<file path="config.mk">
export PLATFORM = sky130hd
export DESIGN_NAME = heartbeat_membership_table
export DESIGN_NICKNAME = d
export VERILOG_FILES = /design/src/sv/hmt_pkg.sv /design/src/sv/heartbeat_membership_table.sv /design/src/sv/hmt_ram.sv
export VERILOG_INCLUDE_DIRS = /design/src /design/src/sv
export SDC_FILE = /design/constraint.sdc
export NUM_CORES = 2
export LEC_CHECK = 0
export ABC_AREA = 1
export BUFFER_PORTS_ARGS = -buffer_cell sky130_fd_sc_hd__buf_2
export CORE_ASPECT_RATIO = 0.6
export CORE_MARGIN = 2
export CORE_UTILIZATION = 55
export CTS_BUF_LIST = sky130_fd_sc_hd__clkbuf_4
export CTS_CLUSTER_SIZE = 8
export DETAILED_ROUTE_END_ITERATION = 8
export PLACE_DENSITY = 0.75
export SLEW_MARGIN = 0
export SYNTH_ARGS = -nofsm -noshare
export SYNTH_HDL_FRONTEND = slang
export SYNTH_SLANG_ARGS = --single-unit
</file>
<file path="constraint.sdc">
create_clock -name clk -period 12.3 [get_ports clk]
set_clock_uncertainty 0.15 [all_clocks]
set_input_delay 1.845 -clock clk [delete_from_list [all_inputs] [get_ports clk]]
set_output_delay 1.845 -clock clk [all_outputs]
set_load 0.02 [all_outputs]
</file>
<file path="src/sv/heartbeat_membership_table_assert.svh">
// Assertion macros for the heartbeat membership table.
`ifndef HEARTBEAT_MEMBERSHIP_TABLE_ASSERT_SVH
`define HEARTBEAT_MEMBERSHIP_TABLE_ASSERT_SVH
`ifndef SYNTH
`define HMT_ASSERT_IMPL(label, clk, rst_n, ante, cons, msg) \
  label: assert property (@(posedge clk) disable iff (!rst_n) (ante) |-> (cons)) \
    else $error(msg);
`define HMT_ASSERT_NEXT(label, clk, rst_n, ante, cons, msg) \
  label: assert property (@(posedge clk) disable iff (!rst_n) (ante) |=> (cons)) \
    else $error(msg);
`else
`define HMT_ASSERT_IMPL(label, clk, rst_n, ante, cons, msg)
`define HMT_ASSERT_NEXT(label, clk, rst_n, ante, cons, msg)
`endif
`endif

</file>
<file path="src/sv/hmt_pkg.sv">
// ----------------------------------------------------------------------------
// hmt_pkg
// Shared constants and types of the heartbeat membership table.
// ----------------------------------------------------------------------------
package hmt_pkg;
  localparam int unsigned TableEntriesDef = 16;

  localparam logic [1:0] FuncMerge  = 2'd0;
  localparam logic [1:0] FuncTick   = 2'd1;
  localparam logic [1:0] FuncList   = 2'd2;
  localparam logic [1:0] FuncUnused = 2'd3;

  localparam logic [1:0] KindMerge   = 2'd0;
  localparam logic [1:0] KindRemoved = 2'd1;
  localparam logic [1:0] KindList    = 2'd2;
  localparam logic [1:0] KindNone    = 2'd3;

  localparam logic [1:0] StRefreshed = 2'd0;
  localparam logic [1:0] StKnown     = 2'd1;
  localparam logic [1:0] StAdded     = 2'd2;
  localparam logic [1:0] StFull      = 2'd3;

  localparam logic [1:0] RegSelfId    = 2'd0;
  localparam logic [1:0] RegSelfPort  = 2'd1;
  localparam logic [1:0] RegFailAge   = 2'd2;
  localparam logic [1:0] RegRemoveAge = 2'd3;

  localparam int unsigned EntryW = 112; // id, port, heartbeat, time

  typedef struct packed {
    logic [31:0] id;
    logic [15:0] port;
    logic [31:0] hb;
    logic [31:0] tm;
  } entry_t;
endpackage

</file>
<file path="src/sv/heartbeat_membership_table.sv">
// Merge result and last tick/list beat follow a scan of all TABLE_ENTRIES
// slots, one slot read per cycle (list with self_only: no scan).
// Commands are accepted only while not busy (self_only list and unused code
// never set it); busy drops in the cycle the last beat is driven. Receiver cannot stall.
// Reset (rst_n low, synchronous) clears all slot valid bits, own heartbeat
// and config to defaults; the entry RAM needs no clearing.
// ----------------------------------------------------------------------------
// heartbeat_membership_table
// Gossip membership table: merge, tick sweep and list over a slot RAM.
// ----------------------------------------------------------------------------
`include "heartbeat_membership_table_assert.svh"
module heartbeat_membership_table #(
  parameter int unsigned TABLE_ENTRIES = hmt_pkg::TableEntriesDef
) (
  input  logic        clk,
  input  logic        rst_n,
  input  logic        start,
  output logic        busy,
  input  logic [1:0]  in_func,
  input  logic [31:0] in_peer_id,
  input  logic [15:0] in_peer_port,
  input  logic [31:0] in_peer_heartbeat,
  input  logic [31:0] in_now,
  input  logic        in_self_only,
  input  logic        cfg_valid,
  output logic        cfg_ready,
  input  logic [1:0]  cfg_index,
  input  logic [31:0] cfg_data,
  output logic        out_valid,
  output logic [1:0]  out_result_kind,
  output logic [1:0]  out_merge_status,
  output logic [31:0] out_entry_id,
  output logic [15:0] out_entry_port,
  output logic [31:0] out_entry_heartbeat,
  output logic        out_last
);
  localparam int unsigned AW = (TABLE_ENTRIES > 1) ? $clog2(TABLE_ENTRIES) : 1;
  localparam int unsigned CW = $clog2(TABLE_ENTRIES + 1);
  localparam logic [CW-1:0] LastSlot = CW'(TABLE_ENTRIES - 1);

  localparam logic [2:0] S_IDLE = 3'd0;
  localparam logic [2:0] S_SCAN = 3'd1; // walk slots, data arrives next cycle
  localparam logic [2:0] S_FIN  = 3'd2; // merge finish / tick none / list end
  localparam logic [2:0] S_WR   = 3'd3; // unused; merge writes back in S_FIN

  logic [2:0] state_r, state_nxt;
  logic [31:0] self_id_r, fail_age_r, remove_age_r, own_hb_r;
  logic [15:0] self_port_r;
  logic [TABLE_ENTRIES-1:0] valid_r;

  logic [1:0]  func_r;
  logic [31:0] pid_r, phb_r, now_r;
  logic [15:0] pport_r;

  logic [CW-1:0] rd_cnt_r;       // address issued
  logic          rd_pend_r;      // data valid this cycle for slot rd_slot_r
  logic [AW-1:0] rd_slot_r;
  logic          hit_r, free_ok_r, any_r;
  logic [AW-1:0] hit_slot_r, free_slot_r;
  hmt_pkg::entry_t hit_ent_r;

  logic          ram_we;
  logic [AW-1:0] ram_waddr, ram_raddr;
  hmt_pkg::entry_t ram_wdata, ram_rdata;

  hmt_ram #(.Width(hmt_pkg::EntryW), .Depth(TABLE_ENTRIES)) u_ram (
    .clk(clk), .we(ram_we), .waddr(ram_waddr), .wdata(ram_wdata),
    .raddr(ram_raddr), .rdata(ram_rdata)
  );

  assign busy      = (state_r != S_IDLE);
  assign cfg_ready = !busy;
  assign ram_raddr = rd_cnt_r[AW-1:0];

  logic accept;
  assign accept = start && !busy;

  logic [31:0] age;
  logic        slot_v, match, stale_rm, stale_fail;
  assign age        = now_r - ram_rdata.tm;
  assign slot_v     = rd_pend_r && valid_r[rd_slot_r];
  assign match      = slot_v && ram_rdata.id == pid_r && ram_rdata.port == pport_r;
  assign stale_rm   = slot_v && (age > remove_age_r);
  assign stale_fail = age > fail_age_r;

  logic scan_done;
  assign scan_done = (rd_cnt_r == CW'(TABLE_ENTRIES));
  logic last_data;
  assign last_data = rd_pend_r && (rd_slot_r == LastSlot[AW-1:0]);

  // output register
  logic        ov_nxt, ol_nxt;
  logic [1:0]  ok_nxt, os_nxt;
  logic [31:0] oid_nxt, ohb_nxt;
  logic [15:0] op_nxt;
  logic        newer;
  assign newer = hit_ent_r.hb < phb_r;

  always_comb begin
    state_nxt = state_r;
    ov_nxt = 1'b0; ol_nxt = 1'b0; ok_nxt = hmt_pkg::KindMerge;
    os_nxt = hmt_pkg::StRefreshed; oid_nxt = '0; op_nxt = '0; ohb_nxt = '0;
    ram_we = 1'b0; ram_waddr = hit_slot_r; ram_wdata = hit_ent_r;
    unique case (state_r)
      S_IDLE: begin
        if (accept) begin
          priority if (in_func == hmt_pkg::FuncList) begin
            ov_nxt = 1'b1; ok_nxt = hmt_pkg::KindList;
            oid_nxt = self_id_r; op_nxt = self_port_r; ohb_nxt = own_hb_r;
            ol_nxt = in_self_only;
            state_nxt = in_self_only ? S_IDLE : S_SCAN;
          end else if (in_func == hmt_pkg::FuncMerge || in_func == hmt_pkg::FuncTick) begin
            state_nxt = S_SCAN;
          end else begin
            state_nxt = S_IDLE;
          end
        end
      end
      S_SCAN: begin
        if (func_r == hmt_pkg::FuncTick && stale_rm) begin
          ov_nxt = 1'b1; ok_nxt = hmt_pkg::KindRemoved;
          oid_nxt = ram_rdata.id; op_nxt = ram_rdata.port; ohb_nxt = ram_rdata.hb;
        end
        if (func_r == hmt_pkg::FuncList && slot_v) begin
          ov_nxt = 1'b1; ok_nxt = hmt_pkg::KindList;
          if (stale_fail) begin
            oid_nxt = self_id_r; op_nxt = self_port_r; ohb_nxt = own_hb_r;
          end else begin
            oid_nxt = ram_rdata.id; op_nxt = ram_rdata.port; ohb_nxt = ram_rdata.hb;
          end
        end
        if (last_data) begin
          state_nxt = S_FIN;
        end
      end
      S_FIN: begin
        state_nxt = S_IDLE;
        if (func_r == hmt_pkg::FuncMerge) begin
          ov_nxt = 1'b1; ol_nxt = 1'b1; ok_nxt = hmt_pkg::KindMerge;
          priority if (hit_r) begin
            oid_nxt = hit_ent_r.id; op_nxt = hit_ent_r.port;
            if (newer) begin
              os_nxt = hmt_pkg::StRefreshed; ohb_nxt = phb_r;
              ram_we = 1'b1; ram_waddr = hit_slot_r;
              ram_wdata = '{id: hit_ent_r.id, port: hit_ent_r.port, hb: phb_r, tm: now_r};
            end else begin
              os_nxt = hmt_pkg::StKnown; ohb_nxt = hit_ent_r.hb;
            end
          end else if (free_ok_r) begin
            os_nxt = hmt_pkg::StAdded;
            oid_nxt = pid_r; op_nxt = pport_r; ohb_nxt = phb_r;
            ram_we = 1'b1; ram_waddr = free_slot_r;
            ram_wdata = '{id: pid_r, port: pport_r, hb: phb_r, tm: now_r};
          end else begin
            os_nxt = hmt_pkg::StFull;
            oid_nxt = pid_r; op_nxt = pport_r; ohb_nxt = phb_r;
          end
        end else if (func_r == hmt_pkg::FuncTick) begin
          // last removed beat is flagged on release from hold; emit none marker otherwise
          if (!any_r) begin
            ov_nxt = 1'b1; ol_nxt = 1'b1; ok_nxt = hmt_pkg::KindNone;
          end
        end
      end
      S_WR: state_nxt = S_IDLE;
      default: state_nxt = S_IDLE;
    endcase
  end

  // Tick and list: the final beat is only known once the scan ends, so the
  // output is held one stage (hold_*) and its last flag patched on release.
  logic        hold_v_r, hold_l_r;
  logic [1:0]  hold_k_r, hold_s_r;
  logic [31:0] hold_id_r, hold_hb_r;
  logic [15:0] hold_p_r;
  logic        final_beat;
  assign final_beat = (state_r == S_FIN);

  always_ff @(posedge clk) begin
    if (!rst_n) begin
      state_r <= S_IDLE;
      self_id_r <= 32'd1; self_port_r <= 16'd0;
      fail_age_r <= 32'd5; remove_age_r <= 32'd20;
      own_hb_r <= '0; valid_r <= '0;
      rd_cnt_r <= '0; rd_pend_r <= 1'b0;
      hold_v_r <= 1'b0; out_valid <= 1'b0;
      hit_r <= 1'b0; free_ok_r <= 1'b0; any_r <= 1'b0;
    end else begin
      state_r <= state_nxt;
      if (cfg_valid && cfg_ready) begin
        unique case (cfg_index)
          hmt_pkg::RegSelfId:    self_id_r <= cfg_data;
          hmt_pkg::RegSelfPort:  self_port_r <= cfg_data[15:0];
          hmt_pkg::RegFailAge:   fail_age_r <= cfg_data;
          hmt_pkg::RegRemoveAge: remove_age_r <= cfg_data;
        endcase
      end
      if (accept) begin
        rd_cnt_r <= '0; rd_pend_r <= 1'b0;
        hit_r <= 1'b0; free_ok_r <= 1'b0; any_r <= 1'b0;
        if (in_func == hmt_pkg::FuncTick) own_hb_r <= own_hb_r + 32'd1;
      end else if (state_r == S_SCAN) begin
        rd_pend_r <= !scan_done;
        rd_slot_r <= rd_cnt_r[AW-1:0];
        if (!scan_done) rd_cnt_r <= rd_cnt_r + CW'(1);
        if (func_r == hmt_pkg::FuncMerge && rd_pend_r) begin
          if (match && !hit_r) begin
            hit_r <= 1'b1; hit_slot_r <= rd_slot_r; hit_ent_r <= ram_rdata;
          end
          if (!valid_r[rd_slot_r] && !free_ok_r) begin
            free_ok_r <= 1'b1; free_slot_r <= rd_slot_r;
          end
        end
        if (func_r == hmt_pkg::FuncTick && stale_rm) begin
          valid_r[rd_slot_r] <= 1'b0; any_r <= 1'b1;
        end
      end
      if (state_r == S_FIN && func_r == hmt_pkg::FuncMerge && !hit_r && free_ok_r) begin
        valid_r[free_slot_r] <= 1'b1;
      end
      // hold stage
      if (ov_nxt && !(state_r == S_FIN)) begin
        hold_v_r <= !ol_nxt;
      end else if (final_beat) begin
        hold_v_r <= 1'b0;
      end
      if (ov_nxt && ol_nxt && state_r == S_IDLE) begin
        out_valid <= 1'b1;
      end else if (ov_nxt && state_r != S_FIN) begin
        out_valid <= hold_v_r;
      end else if (final_beat) begin
        out_valid <= hold_v_r || ov_nxt;
      end else begin
        out_valid <= 1'b0;
      end
    end
  end

  always_ff @(posedge clk) begin
    if (accept) begin
      func_r <= in_func; pid_r <= in_peer_id; pport_r <= in_peer_port;
      phb_r <= in_peer_heartbeat; now_r <= in_now;
    end
    // shift: new beat into hold, old hold to the port
    if (ov_nxt && state_r == S_IDLE && ol_nxt) begin
      out_result_kind <= ok_nxt; out_merge_status <= os_nxt;
      out_entry_id <= oid_nxt; out_entry_port <= op_nxt;
      out_entry_heartbeat <= ohb_nxt; out_last <= 1'b1;
    end else if ((ov_nxt && state_r != S_FIN) || (final_beat && hold_v_r)) begin
      out_result_kind <= hold_k_r; out_merge_status <= hold_s_r;
      out_entry_id <= hold_id_r; out_entry_port <= hold_p_r;
      out_entry_heartbeat <= hold_hb_r; out_last <= final_beat;
    end else if (final_beat) begin
      out_result_kind <= ok_nxt; out_merge_status <= os_nxt;
      out_entry_id <= oid_nxt; out_entry_port <= op_nxt;
      out_entry_heartbeat <= ohb_nxt; out_last <= 1'b1;
    end
    if (ov_nxt && state_r != S_FIN) begin
      hold_k_r <= ok_nxt; hold_s_r <= os_nxt; hold_id_r <= oid_nxt;
      hold_p_r <= op_nxt; hold_hb_r <= ohb_nxt; hold_l_r <= ol_nxt;
    end
  end

  `HMT_ASSERT_IMPL(a_cfg_idle, clk, rst_n, cfg_ready, state_r == S_IDLE, "cfg while busy")
  `HMT_ASSERT_NEXT(a_fin_idle, clk, rst_n, state_r == S_FIN, state_r == S_IDLE, "fin stuck")
  `HMT_ASSERT_IMPL(a_hold_scan, clk, rst_n, hold_v_r && !hold_l_r, busy, "hold out of op")
  `HMT_ASSERT_NEXT(a_merge_one, clk, rst_n, state_r == S_FIN && func_r == hmt_pkg::FuncMerge,
    out_valid && out_last, "merge result missing")
endmodule

</file>
<file path="src/sv/hmt_ram.sv">
// ----------------------------------------------------------------------------
// hmt_ram
// Generic single-port-write, single-read RAM with registered read data.
// ----------------------------------------------------------------------------
module hmt_ram #(
  parameter int unsigned Width = 8,
  parameter int unsigned Depth = 16
) (
  input  logic                                       clk,
  input  logic                                       we,
  input  logic [((Depth > 1) ? $clog2(Depth) : 1)-1:0] waddr,
  input  logic [Width-1:0]                           wdata,
  input  logic [((Depth > 1) ? $clog2(Depth) : 1)-1:0] raddr,
  output logic [Width-1:0]                           rdata
);
  logic [Width-1:0] mem [Depth];

  always_ff @(posedge clk) begin
    if (we) begin
      mem[waddr] <= wdata;
    end
    rdata <= mem[raddr];
  end
endmodule
</file>
==> flow_summary.yaml <==
outcome:
  status: "complete, but fails checks"
  violations: "DRC"
synthesis:
  ys_warn_count: 0
  synthFlopType: "edfxtp_1"
  synth_cells: 8919
  synth-seq-cells: 2484
  ys_seq_area_share_pct: 70.1
  syn_nets: 9202
  avgSynthCellArea_um2: 11.5
  synth_top_area_share_pct: 64.5
  synthArstFlopShare_pct: 0
  syn_area_um2: 102000
  yosys-top-cells-area: "edfxtp_1, dfxtp_1, o21ai_0"
  synth_edf_count: 2198
  synth_cell_types: 48
  synth_top_area_cell: "edfxtp_1"
global_route:
  grtUsageMet3_pct: 8.22
  grt.total_usage_pct: 31.3
  use_met1_pct: 44.4
  met2_usage_pct: 45.7
  grt_pass1_wl_mm: 449
  antenna_found_initial: 19
  grt_pass1_vias: 71500
  busiest_layer: "met2"
  grt_max_degree: 216
  gr-total-overflow: 0
critical_path:
  required_ps: 13230
  worst-r2r-setup-slack_ps: 4640
  reg2reg_from: "now_r[0]$_DFFE_PP_"
  cp.arrival_ps: 8600
  start_kind: "register"
  criticalPathCategory: "reg -> reg"
  cpPeakStageDelay_ps: 950
  crit_slowest_cell: "nand3_4"
  cp_max_fo: 75
  critical-path-top-delay-family: "simple AND/OR/NAND/NOR gates"
  critPathLaunch: "now_r[0]$_DFFE_PP_"
  cp_common_cell: "nand2_1"
  cp_num_buf_inv: 6
  endpoint_kind: "register"
finish:
  area_growth_pct: 11.0
  drive_gt1_share_pct: 14.3
  layout.nets: 9634
  layout_common_cells: "edfxtp_1, nand2_1, o21ai_0"
  final_common_cell: "edfxtp_1"
place:
  portBuffers: 240
  dp_hpwl_mm: 173
  dp_slack_ps: 4830
  gp_congestion: 0.967
pwr:
  ir_worst_vdd_mv: 0.109
  power.density_nw_per_um2: 154
  p_leak_nw: 41.1
sta:
  rsz0062_at_grt: "no"
  min_period_over_period_pct: 62.3
  max_freq_mhz: 130
  setup_slack_ps: 4640
  slew_violations: 0
  hold_violations: 0
  post-route-min-period_ps: 7660
  tightest_slew_ps: 1470
  finalSetupViolCount: 0
  tns_ps: 0
  slew_headroom_pct: 1.94
clock_network:
  cts_max_path_buffers: 4
  hold_buffers: 0
  cts_max_level: 6
  cts_setup_buffers: 0
  clkTransAtPathRegs_ps: 70
  numCtsBuffers: 560
  cts_tree: "done"
  clk_latency_ps: 1260
  cts.sinks: 2484
  post_cts_resize_count: 0
  cts_root_buffer: "clkbuf_4"
floorplanning:
  start_util_pct: 55.4
  rows: 122
  die_w_um: 561
  die_y_um: 338
  ios: 241
  die_area_um2: 190000
  core_um2: 185000
drt:
  drc_errors: 2
  routed_wl_mm: 306
  wire_per_inst_um: 24.9
  routed_via_density: 6.15
  drt_iter0_markers: 11500
  vias: 75400
  first_pass_iters: 9
  antenna_left: 0
hold_path:
  hold_path.class: "reg -> reg"
  worstHoldStart: "u_ram.rdata[7]$_DFF_P_"
job:
  cap_violations: 0
routing by layer:
layer,part of all wire (%),wire [µm]
met5,0.045,136
met4,4.3,13000
met3,13,39500
met2,44,134000
met1,39,119000
worst register-to-register path, stage by stage (launching register included):
cell,delay (ps)
edfxtp_1,420
inv_1,80
ha_1,130
inv_1,60
fa_1,410
nand3_1,110
nand2_1,100
a21oi_1,500
o21bai_1,280
a21oi_1,320
o21ai_0,230
a21oi_1,230
xnor2_1,190
ha_1,290
nand2_1,80
inv_1,40
nand4_1,80
nor2_1,80
nand2_1,170
nand2_1,120
nor3_4,170
buf_4,260
nand3_2,580
nand3_4,960
buf_4,570
buf_4,620
nand3_1,190
nand2_1,120
final timing paths:
check	end	depth (start not counted)
worst min register to register	hit_ent_r[7]$_DFFE_PP_	0
worst max-delay path	out_entry_port[10]$_DFFE_PP_	27
worst max register to register	out_entry_port[10]$_DFFE_PP_	27
worst min-delay path	hit_ent_r[7]$_DFFE_PP_	0
cells by family after synthesis:
logic type,synth area share [%]
compound gates,11.3
xor+xnor,0.368
fa+ha+maj,1.60
buf+inv,4.16
flops,70.1
simple gates,12.5
through the flow:
stage / util [%] / area (µm²) / power [W] / hold slack, ps / cells
3_5_place_dp: 57.5 / 106000 / 0.0109 / 266 / 11300
2_1_floorplan: - / 102000 / 0.0104 / 258 / 8919
5_1_grt: 61.5 / 114000 / 0.0182 / 285 / 12300
3_3_place_gp: 57.5 / 106000 / 0.0109 / 263 / 11300
4_1_cts: 61.5 / 114000 / 0.0175 / 274 / 12300
6_report: 61.5 / 114000 / 0.0175 / 273 / 12300
cells in the mapped netlist, drive strengths merged (30+ instances only):
library cell	number
nand2	1333
o221ai	69
edfxtp	2198
nor2	1058
o22ai	507
ha	129
inv	553
buf	90
nand3	468
nand4	167
a21oi	232
xor2	30
a31oi	65
o21ai	1151
dfxtp	286
clkbuf	456
report_power, final:
group | switching [W] | total, W | leakage [nW] | internal (W)
Sequential | 0.000111 | 0.00931 | 22.3 | 0.00920
Combinational | 0.00107 | 0.00149 | 14.4 | 0.000421
Clock | 0.00326 | 0.00672 | 4.37 | 0.00346
sequential cells by signal, indices dropped and copies added (netlist names), 32 cells and up:
name / flops
u_ram.rdata: 112
u_ram.mem: 1792
hold_id_r: 32
remove_age_r: 32
pid_r: 32
hold_hb_r: 32
hit_ent_r: 112
out_entry_id: 32
own_hb_r: 32
now_r: 32
phb_r: 32
self_id_r: 32
out_entry_heartbeat: 32
fail_age_r: 32
cell type report:
cell class	count	area, µm²
clock buffer	856	6430
inverter	555	2110
sequential	2484	71700
clock inverter	138	960
antenna	11	27.5
timing repair buffer	416	2630
tap	2480	3100
multi-input combinational	5334	26600
fill	14300	71100
Power figures use the tool's default switching activity.
